## src/hw/rtl/mclk_pkg.sv

```systemverilog
// Package for the Morse code lamp keyer.
// Holds the word types, phase codes, register indexes and the character table.
// No dependencies.
package mclk_pkg;

    localparam int TICK_W    = 16;
    localparam int CFG_IDX_W = 3;

    // Register indexes on the configuration port.
    localparam logic [CFG_IDX_W-1:0] CFG_DOT_ON   = 3'd0;
    localparam logic [CFG_IDX_W-1:0] CFG_DASH_ON  = 3'd1;
    localparam logic [CFG_IDX_W-1:0] CFG_ELEM_GAP = 3'd2;
    localparam logic [CFG_IDX_W-1:0] CFG_SEP_ON   = 3'd3;
    localparam logic [CFG_IDX_W-1:0] CFG_SEP_OFF  = 3'd4;

    // Register values after reset.
    localparam logic [TICK_W-1:0] RST_DOT_ON   = 16'd150;
    localparam logic [TICK_W-1:0] RST_DASH_ON  = 16'd350;
    localparam logic [TICK_W-1:0] RST_ELEM_GAP = 16'd150;
    localparam logic [TICK_W-1:0] RST_SEP_ON   = 16'd250;
    localparam logic [TICK_W-1:0] RST_SEP_OFF  = 16'd150;

    typedef struct packed {
        logic       cmd;
        logic [7:0] char_code;
    } t_item;

    typedef struct packed {
        logic dot_lamp;
        logic dash_lamp;
        logic sep_lamp;
        logic busy_res;
        logic accepted;
    } t_res;

    // Classified input word: character flag, element count, dash mask (LSB first).
    typedef struct packed {
        logic       is_char;
        logic [2:0] len;
        logic [4:0] bits;
    } t_cls;

    typedef enum logic [2:0] {
        PH_IDLE,
        PH_ELEM_ON,
        PH_ELEM_OFF,
        PH_SEP_ON,
        PH_SEP_OFF
    } t_phase;

    // Returns {length, pattern}; zero for anything that is not a letter or digit.
    function automatic logic [7:0] morse_lookup(input logic [7:0] c);
        logic [7:0] u;
        logic [7:0] code;
        u = ((c >= 8'h61) && (c <= 8'h7A)) ? (c - 8'h20) : c;
        case (u)
            8'h41: code = {3'd2, 5'd2};
            8'h42: code = {3'd4, 5'd1};
            8'h43: code = {3'd4, 5'd5};
            8'h44: code = {3'd3, 5'd1};
            8'h45: code = {3'd1, 5'd0};
            8'h46: code = {3'd4, 5'd4};
            8'h47: code = {3'd3, 5'd3};
            8'h48: code = {3'd4, 5'd0};
            8'h49: code = {3'd2, 5'd0};
            8'h4A: code = {3'd4, 5'd14};
            8'h4B: code = {3'd3, 5'd5};
            8'h4C: code = {3'd4, 5'd2};
            8'h4D: code = {3'd2, 5'd3};
            8'h4E: code = {3'd2, 5'd1};
            8'h4F: code = {3'd3, 5'd7};
            8'h50: code = {3'd4, 5'd6};
            8'h51: code = {3'd4, 5'd11};
            8'h52: code = {3'd3, 5'd2};
            8'h53: code = {3'd3, 5'd0};
            8'h54: code = {3'd1, 5'd1};
            8'h55: code = {3'd3, 5'd4};
            8'h56: code = {3'd4, 5'd8};
            8'h57: code = {3'd3, 5'd6};
            8'h58: code = {3'd4, 5'd9};
            8'h59: code = {3'd4, 5'd13};
            8'h5A: code = {3'd4, 5'd3};
            8'h30: code = {3'd5, 5'd31};
            8'h31: code = {3'd5, 5'd30};
            8'h32: code = {3'd5, 5'd28};
            8'h33: code = {3'd5, 5'd24};
            8'h34: code = {3'd5, 5'd16};
            8'h35: code = {3'd5, 5'd0};
            8'h36: code = {3'd5, 5'd1};
            8'h37: code = {3'd5, 5'd3};
            8'h38: code = {3'd5, 5'd7};
            8'h39: code = {3'd5, 5'd15};
            default: code = 8'd0;
        endcase
        return code;
    endfunction

endpackage

```

## src/hw/rtl/mclk_fifo.sv

```systemverilog
// Small register queue used between the keyer stages and on the result side.
// Generic width and depth; no package dependency.
module mclk_fifo #(
    parameter int WIDTH = 9,
    parameter int DEPTH = 4
) (
    input  logic             i_clk,
    input  logic             i_rst_n,
    input  logic             i_push,
    input  logic [WIDTH-1:0] i_data,
    output logic             o_full,
    input  logic             i_pop,
    output logic [WIDTH-1:0] o_data,
    output logic             o_empty
);
    localparam int IDX_W = (DEPTH > 1) ? $clog2(DEPTH) : 1;
    localparam int CNT_W = $clog2(DEPTH + 1);

    logic [WIDTH-1:0] r_mem [DEPTH];
    logic [IDX_W-1:0] r_wr, n_wr;
    logic [IDX_W-1:0] r_rd, n_rd;
    logic [CNT_W-1:0] r_count, n_count;
    logic             do_push, do_pop;

    assign o_full  = (r_count == CNT_W'(DEPTH));
    assign o_empty = (r_count == '0);
    assign o_data  = r_mem[r_rd];
    assign do_push = i_push && !o_full;
    assign do_pop  = i_pop && !o_empty;

    always_comb begin
        n_wr    = r_wr;
        n_rd    = r_rd;
        n_count = r_count;
        if (do_push) begin
            n_wr = (r_wr == IDX_W'(DEPTH - 1)) ? '0 : r_wr + 1'b1;
        end
        if (do_pop) begin
            n_rd = (r_rd == IDX_W'(DEPTH - 1)) ? '0 : r_rd + 1'b1;
        end
        if (do_push && !do_pop) begin
            n_count = r_count + 1'b1;
        end else if (do_pop && !do_push) begin
            n_count = r_count - 1'b1;
        end
    end

    always_ff @(posedge i_clk) begin
        if (!i_rst_n) begin
            r_wr    <= '0;
            r_rd    <= '0;
            r_count <= '0;
        end else begin
            r_wr    <= n_wr;
            r_rd    <= n_rd;
            r_count <= n_count;
        end
    end

    always_ff @(posedge i_clk) begin
        if (do_push) begin
            r_mem[r_wr] <= i_data;
        end
    end
endmodule

```

## src/hw/rtl/mclk_front.sv

```systemverilog
// Front stage of the keyer: takes input words and classifies them.
// Uses mclk_pkg for the word types and the character table.
module mclk_front (
    input  logic           i_clk,
    input  logic           i_rst_n,
    input  logic           i_push,
    input  mclk_pkg::t_item i_item,
    output logic           o_full,
    input  logic           i_ready,
    output logic           o_valid,
    output mclk_pkg::t_cls o_cls
);
    import mclk_pkg::*;

    logic       r_valid, n_valid;
    t_cls       r_cls;
    logic       take;
    logic [7:0] code;

    assign o_full  = r_valid && !i_ready;
    assign take    = i_push && !o_full;
    assign o_valid = r_valid;
    assign o_cls   = r_cls;
    assign code    = morse_lookup(i_item.char_code);

    always_comb begin
        n_valid = take || (r_valid && !i_ready);
    end

    always_ff @(posedge i_clk) begin
        if (!i_rst_n) begin
            r_valid <= 1'b0;
        end else begin
            r_valid <= n_valid;
        end
    end

    always_ff @(posedge i_clk) begin
        if (take) begin
            r_cls.is_char <= i_item.cmd;
            r_cls.len     <= code[7:5];
            r_cls.bits    <= code[4:0];
        end
    end
endmodule

```

## src/hw/rtl/mclk_back.sv

```systemverilog
// Back stage of the keyer: phase machine, tick counter and timing registers.
// Uses mclk_pkg for the phase codes, register indexes and word types.
module mclk_back (
    input  logic                              i_clk,
    input  logic                              i_rst_n,
    input  logic                              i_cfg_we,
    input  logic [mclk_pkg::CFG_IDX_W-1:0]    i_cfg_idx,
    input  logic [mclk_pkg::TICK_W-1:0]       i_cfg_data,
    input  logic                              i_valid,
    input  mclk_pkg::t_cls                    i_cls,
    output logic                              o_pop,
    input  logic                              i_out_full,
    output logic                              o_push,
    output mclk_pkg::t_res                    o_res
);
    import mclk_pkg::*;

    logic [TICK_W-1:0] r_dot_on, r_dash_on, r_elem_gap, r_sep_on, r_sep_off;

    t_phase            r_phase, n_phase;
    logic [4:0]        r_bits, n_bits;
    logic [2:0]        r_len, n_len;
    logic [2:0]        r_idx, n_idx;
    logic [TICK_W-1:0] r_ticks, n_ticks;
    logic              fire;
    logic              idle;
    logic              on;
    logic              dash_now;
    logic              took;

    function automatic logic [TICK_W-1:0] at_least_one(input logic [TICK_W-1:0] v);
        return (v == '0) ? TICK_W'(1) : v;
    endfunction

    // Element positions past the stored mask read as dots.
    function automatic logic dash_at(input logic [4:0] bits, input logic [2:0] idx);
        logic [7:0] wide;
        wide = {3'b000, bits};
        return wide[idx];
    endfunction

    assign fire   = i_valid && !i_out_full;
    assign o_pop  = fire;
    assign o_push = fire;
    assign idle   = (r_phase == PH_IDLE);

    always_comb begin
        n_phase = r_phase;
        n_bits  = r_bits;
        n_len   = r_len;
        n_idx   = r_idx;
        n_ticks = r_ticks;
        took    = 1'b0;
        if (i_cls.is_char) begin
            if (idle) begin
                took   = 1'b1;
                n_bits = i_cls.bits;
                n_len  = i_cls.len;
                n_idx  = 3'd0;
                if (i_cls.len != 3'd0) begin
                    n_phase = PH_ELEM_ON;
                    n_ticks = at_least_one(i_cls.bits[0] ? r_dash_on : r_dot_on);
                end else begin
                    n_phase = PH_SEP_ON;
                    n_ticks = at_least_one(r_sep_on);
                end
            end
        end else if (!idle) begin
            if (r_ticks > TICK_W'(1)) begin
                n_ticks = r_ticks - 1'b1;
            end else begin
                unique case (r_phase)
                    PH_ELEM_ON: begin
                        n_phase = PH_ELEM_OFF;
                        n_ticks = at_least_one(r_elem_gap);
                    end
                    PH_ELEM_OFF: begin
                        n_idx = r_idx + 1'b1;
                        if (n_idx < r_len) begin
                            n_phase = PH_ELEM_ON;
                            n_ticks = at_least_one(dash_at(r_bits, n_idx) ? r_dash_on
                                                                          : r_dot_on);
                        end else begin
                            n_phase = PH_SEP_ON;
                            n_ticks = at_least_one(r_sep_on);
                        end
                    end
                    PH_SEP_ON: begin
                        n_phase = PH_SEP_OFF;
                        n_ticks = at_least_one(r_sep_off);
                    end
                    default: begin
                        n_phase = PH_IDLE;
                        n_ticks = '0;
                    end
                endcase
            end
        end

        // The result shows the levels after this word's update.
        on              = (n_phase == PH_ELEM_ON);
        dash_now        = dash_at(n_bits, n_idx);
        o_res.dot_lamp  = on && !dash_now;
        o_res.dash_lamp = on && dash_now;
        o_res.sep_lamp  = (n_phase == PH_SEP_ON);
        o_res.busy_res  = (n_phase != PH_IDLE);
        o_res.accepted  = took;
    end

    always_ff @(posedge i_clk) begin
        if (!i_rst_n) begin
            r_phase <= PH_IDLE;
            r_bits  <= '0;
            r_len   <= '0;
            r_idx   <= '0;
            r_ticks <= '0;
        end else if (fire) begin
            r_phase <= n_phase;
            r_bits  <= n_bits;
            r_len   <= n_len;
            r_idx   <= n_idx;
            r_ticks <= n_ticks;
        end
    end

    always_ff @(posedge i_clk) begin
        if (!i_rst_n) begin
            r_dot_on   <= RST_DOT_ON;
            r_dash_on  <= RST_DASH_ON;
            r_elem_gap <= RST_ELEM_GAP;
            r_sep_on   <= RST_SEP_ON;
            r_sep_off  <= RST_SEP_OFF;
        end else if (i_cfg_we) begin
            unique case (i_cfg_idx)
                CFG_DOT_ON:   r_dot_on   <= i_cfg_data;
                CFG_DASH_ON:  r_dash_on  <= i_cfg_data;
                CFG_ELEM_GAP: r_elem_gap <= i_cfg_data;
                CFG_SEP_ON:   r_sep_on   <= i_cfg_data;
                CFG_SEP_OFF:  r_sep_off  <= i_cfg_data;
                default: ;
            endcase
        end
    end
endmodule

```

## src/hw/rtl/morse_code_lamp_keyer_top.sv

```systemverilog
// Top level of the Morse code lamp keyer.
// Instantiates mclk_front, mclk_fifo and mclk_back; uses mclk_pkg.
// Usage:
//   Input channel (push/full) carries one word per tick or character:
//   cmd 0 is a one-millisecond tick, cmd 1 asks to key char_code.
//   Result channel (empty/pop) returns exactly one word per input word with
//   the three lamp levels, the busy flag and whether a character was taken.
//   Configuration is a plain write port (i_cfg_we, i_cfg_idx, i_cfg_data):
//   index 0 dot on, 1 dash on, 2 element gap, 3 separator on,
//   4 separator off, all in ticks; other indexes are ignored.
// Throughput: one word per cycle sustained while results are popped and nothing
//   stalls. Each word passes through the classify register and is then carried
//   out by the phase machine from the middle queue.
// Path: a taken word is registered in the classify register, then in the
//   middle queue, then its result in the result queue, where it can be popped.
// Reset: synchronous, active low; all queues empty, phase idle, timing
//   registers back to their defaults. full and empty are valid right after.
// Stall: when pop stays low, results collect in the result queue, then the
//   phase machine holds, then the middle queue fills and finally full rises.
//   No word is dropped at the ports.
module morse_code_lamp_keyer_top #(
    parameter int QUEUE_DEPTH = 4
) (
    input  logic                           i_clk,
    input  logic                           i_rst_n,
    input  logic                           push,
    input  mclk_pkg::t_item                i_item,
    output logic                           full,
    input  logic                           pop,
    output logic                           empty,
    output mclk_pkg::t_res                 o_res,
    input  logic                           i_cfg_we,
    input  logic [mclk_pkg::CFG_IDX_W-1:0] i_cfg_idx,
    input  logic [mclk_pkg::TICK_W-1:0]    i_cfg_data
);
    import mclk_pkg::*;

    logic  front_valid;
    t_cls  front_cls;
    logic  mid_full, mid_empty;
    logic  [$bits(t_cls)-1:0] mid_data;
    t_cls  mid_cls;
    logic  back_pop, back_push;
    t_res  back_res;
    logic  out_full;
    logic  [$bits(t_res)-1:0] out_data;

    mclk_front u_front (
        .i_clk   (i_clk),
        .i_rst_n (i_rst_n),
        .i_push  (push),
        .i_item  (i_item),
        .o_full  (full),
        .i_ready (!mid_full),
        .o_valid (front_valid),
        .o_cls   (front_cls)
    );

    mclk_fifo #(
        .WIDTH ($bits(t_cls)),
        .DEPTH (QUEUE_DEPTH)
    ) u_mid_q (
        .i_clk   (i_clk),
        .i_rst_n (i_rst_n),
        .i_push  (front_valid),
        .i_data  (front_cls),
        .o_full  (mid_full),
        .i_pop   (back_pop),
        .o_data  (mid_data),
        .o_empty (mid_empty)
    );

    assign mid_cls = t_cls'(mid_data);

    mclk_back u_back (
        .i_clk      (i_clk),
        .i_rst_n    (i_rst_n),
        .i_cfg_we   (i_cfg_we),
        .i_cfg_idx  (i_cfg_idx),
        .i_cfg_data (i_cfg_data),
        .i_valid    (!mid_empty),
        .i_cls      (mid_cls),
        .o_pop      (back_pop),
        .i_out_full (out_full),
        .o_push     (back_push),
        .o_res      (back_res)
    );

    mclk_fifo #(
        .WIDTH ($bits(t_res)),
        .DEPTH (QUEUE_DEPTH)
    ) u_out_q (
        .i_clk   (i_clk),
        .i_rst_n (i_rst_n),
        .i_push  (back_push),
        .i_data  (back_res),
        .o_full  (out_full),
        .i_pop   (pop),
        .o_data  (out_data),
        .o_empty (empty)
    );

    assign o_res = t_res'(out_data);
endmodule

```

## config.mk

```make
export PLATFORM = sky130hd
export DESIGN_NAME = morse_code_lamp_keyer_top
export DESIGN_NICKNAME = d
export VERILOG_FILES = /design/src/hw/rtl/mclk_pkg.sv /design/src/hw/rtl/mclk_fifo.sv /design/src/hw/rtl/mclk_front.sv /design/src/hw/rtl/mclk_back.sv /design/src/hw/rtl/morse_code_lamp_keyer_top.sv
export SDC_FILE = /design/constraint.sdc
export NUM_CORES = 1
export LEC_CHECK = 0
export ABC_AREA = 1
export BUFFER_PORTS_ARGS = -buffer_cell sky130_fd_sc_hd__buf_4
export CAP_MARGIN = 20
export CORE_ASPECT_RATIO = 0.9
export CORE_UTILIZATION = 65
export CTS_CLUSTER_SIZE = 40
export DETAILED_ROUTE_END_ITERATION = 10
export PLACE_DENSITY_LB_ADDON = 0.05
export SLEW_MARGIN = 20
export SYNTH_ARGS = -nofsm -noshare
export SYNTH_HDL_FRONTEND = slang
export SYNTH_HIERARCHICAL = 1
export SYNTH_SLANG_ARGS = --single-unit
```

## constraint.sdc

```tcl
create_clock -name i_clk -period 6.3 [get_ports i_clk]
set_clock_uncertainty 0.05 [all_clocks]
set_input_delay 1.26 -clock i_clk [delete_from_list [all_inputs] [get_ports i_clk]]
set_output_delay 1.26 -clock i_clk [all_outputs]
set_load 0.05 [all_outputs]
```

==> impl_metrics.py <==
metrics = {
    "final_layout": {
        "instances_no_fill": 1607,
        "mostFrequentLayoutCells": "nand2_1 (275), nor2_1 (190), o21ai_0 (163)",
        "layout_commonest_cell": "nand2_1",
        "multi_input_area_sq_um": 5080,
        "nets": 1453,
        "final-seq-area_sq_um": 4530,
        "layout-drive-gt1-share_pct": 11.5,
        "num_antenna_cells": 0,
        "fillers": 1309,
        "synthToLayoutAreaGrowth_pct": 8.20,
    },
    "worst_setup_path": {
        "cp-end-kind": "flip-flop",
        "crit_type": "flip-flop to flip-flop",
        "cp-start-kind": "flip-flop",
        "slowest_delay_ns": 0.83,
        "required_ns": 6.47,
        "path_max_fanout": 27,
        "path_cells": "o21ai_0 -> o22ai_2 -> inv_2 -> nor2_1 -> inv_2 -> o21ai_0 -> inv_1 -> nand2_2 -> inv_1 -> nand3_1 -> nand3_1 -> a21oi_1",
        "crit_arrival_ns": 3.90,
        "slowest_stage": "dfxtp_1",
    },
    "timing": {
        "final-max-slew-violation-count": 0,
        "fin_ws_ns": 2.57,
        "final.setup.tns_ns": 0,
        "fin_crit_ns": 3.73,
        "setup_viol": 0,
        "slew_headroom_pct": 24.1,
        "finalCritPeriodShare_pct": 59.2,
        "hold_ws_ns": 0.421,
        "hold_viol": 0,
        "worst_pin_slew_ns": 1.13,
        "fmax_ghz": 0.268,
        "rsz0062_at_grt": "false",
    },
    "clock_tree": {
        "cts_tree": "built",
        "ctsResizeCount": 0,
        "cts_max_level": 4,
        "clockBufferDepth": 2,
        "clkLatencyLatePin_ns": 0.44,
        "postCtsSetupRepairBufs": 0,
        "root_buffer": "clkbuf_16",
        "clk_pin_slew_ns": 0.07,
        "cts_made_buffers": 17,
        "cts_sinks": 194,
        "hold_buffers": 0,
    },
    "global_route": {
        "antenna_found_initial": 1,
        "grt.overflow.total": 0,
        "grt_first_pass_wirelength_um": 42400,
        "grt_pass1_vias": 8354,
        "grt_max_degree": 101,
        "grt_usage_pct": 33.4,
    },
    "yosys": {
        "synth_edf_count": 65,
        "yosys-top-cells-area": "dfxtp_1 (25%), edfxtp_1 (19%), nand2_1 (9.9%)",
        "mappedNetlistArea_sq_um": 10500,
        "yosys.area.top_type_share_pct": 24.7,
        "synth.avg_cell_area_sq_um": 7.56,
        "synthCells": 1384,
        "synth-async-reset-ratio_pct": 0,
        "syn_nets": 1445,
        "yosysSeqAreaShare_pct": 43.3,
        "synth_flop_cell": "dfxtp_1",
        "ys_types": 55,
        "yosys.area.top_type": "dfxtp_1",
        "ys_ff_latch": 194,
        "ys_warn_count": 6,
    },
    "detailed_routing": {
        "vias_per_cell": 5.85,
        "wl_um": 26700,
        "route.detailed.drc": 0,
        "vias": 9396,
        "first_pass_iters": 6,
        "wire_per_inst_um": 16.6,
        "drt_iter0_markers": 1032,
        "detail-route-antenna-nets": 0,
    },
    "power": {
        "ir_drop_v": 0.000388,
        "power.share.clock_pct": 18.7,
        "p_sw_mw": 2.61,
        "power_density_nw_per_um2": 491,
        "power.internal_mw": 2.96,
        "switching_share_pct": 46.9,
        "pwr-share-comb_pct": 50.1,
        "power_frac_seq_pct": 31.2,
        "leakagePower_nw": 4.92,
    },
    "floorplan": {
        "die_area_sq_um": 16600,
        "io_pins": 40,
        "start_util_pct": 67.3,
        "fp.dieH_um": 122,
        "fp.dieW_um": 136,
        "rows": 43,
        "core_sq_um": 15500,
    },
    "status": {
        "status": "complete, no violations",
    },
    "placed_design": {
        "dpl.hpwl_um": 19100,
        "portBuffers": 39,
        "post-place-ws_ns": 2.69,
        "dp.cells": 1575,
        "gp_congestion": 0.993,
    },
    "hold_path": {
        "hold_path.class": "flip-flop to flip-flop",
    },
    "run": {
        "maxCapViolations": 0,
    },
}
-- sequential cells by signal (all words and copies together) (netlist names), named ones only --
signal	count
u_back/r_len	3
u_out_q/r_count	3
u_out_q/r_mem	20
u_mid_q/r_mem	36
u_back/r_elem_gap	16
u_out_q/r_rd	2
u_back/r_sep_off	16
u_back/r_bits	5
u_out_q/r_wr	2
u_back/r_dash_on	16
u_mid_q/r_rd	2
u_front/o_cls	9
u_front/o_valid	1
u_back/r_sep_on	16
u_mid_q/r_wr	2
u_back/r_ticks	16
u_back/r_dot_on	16
u_back/r_idx	3
u_back/r_phase	3
u_mid_q/r_count	3
-- worst max-delay path: cells and delay by family (launching register included) --
family | cells | cell delay (ns)
AOI/OAI and AO/OA | 4 | 1.34
buffers and inverters | 4 | 0.67
DFF | 1 | 0.83
and+or+nand+nor | 4 | 0.61
-- per-stage QoR --
step | area (sq um) | total power, mW | utilization (%)
4_1_cts | 11300 | 5.52 | 72.7
3_5_place_dp | 10700 | 4.45 | 69.1
3_3_place_gp | 10700 | 4.39 | 69.1
6_report | 11300 | 5.56 | 72.8
2_1_floorplan | 10500 | 3.89 | -
5_1_grt | 11300 | 5.98 | 72.8
-- logic make-up (layout without fill, tap and decap cells) --
family          count (synthesis)  after routing  synth area share (%)
compound gates                338            338                  18.5
xor+xnor                        7              7                 0.658
fa+ha+maj                      28             28                  3.49
buf+inv                       204            225                  8.25
flops                         194            194                  43.3
mux                             2              2                 0.191
simple gates                  611            611                  25.6
-- cell usage after synthesis, types with 5 or more instances --
library cell and number:
a21oi_1 93, a22oi_1 15, a31oi_1 6, buf_2 7, buf_4 7, buf_6 5
clkbuf_1 29, dfxtp_1 129, edfxtp_1 65, ha_1 26, inv_1 129, inv_2 19
nand2_1 275, nand2_2 14, nand2_4 6, nand3_1 65, nand3_2 5, nand4_1 12
nor2_1 190, nor2_2 17, nor2_4 5, nor3_1 8, nor4_1 6, o211ai_1 19
o21ai_0 163, o21ai_1 6, o22ai_1 6, o22ai_2 9
-- final timing paths --
path	start	endpoint	cells after the start	slack, ns
setup / recovery	flip-flop	u_out_q/r_mem[2][4]$_DFFE_PP_	12	2.57
hold / removal	u_back/r_ticks[14]$_SDFFE_PN0P_	u_back/r_ticks[14]$_SDFFE_PN0P_	2	0.42
setup reg to reg	flip-flop	u_out_q/r_mem[2][4]$_DFFE_PP_	12	2.57
hold reg to reg	u_back/r_ticks[14]$_SDFFE_PN0P_	u_back/r_ticks[14]$_SDFFE_PN0P_	2	0.42
-- power by group through the flow --
stage | combinational, mW | clock (mW) | sequential, mW
after floorplan | 2.20 | 0 | 1.69
after global placement | 2.64 | 0 | 1.74
after detailed placement | 2.70 | 0 | 1.75
after CTS | 2.74 | 1.05 | 1.73
after global routing | 3.11 | 1.11 | 1.76
final | 2.79 | 1.04 | 1.74
-- cell type report --
type	count	share of cell area [%]
Clock buffer	19	3.91
Tap cell	202	2.23
Timing Repair Buffer	40	2.65
Clock inverter	13	1.15
Multi-Input combinational cell	986	44.9
Inverter	153	5.15
Sequential cell	194	40.0
-- per-layer routing --
| layer | vias to the layer above | GRT usage (%) | routed length (um) |
|---|---|---|---|
| met5 | - | 0 | 0 |
| met1 | 4328 | 48.1 | 11900 |
| met3 | 45 | 6.86 | 2570 |
| li1 | 4629 | - | - |
| met4 | 0 | 11.0 | 533 |
| met2 | 394 | 50.1 | 11700 |
(Power assumes the default switching activity.)
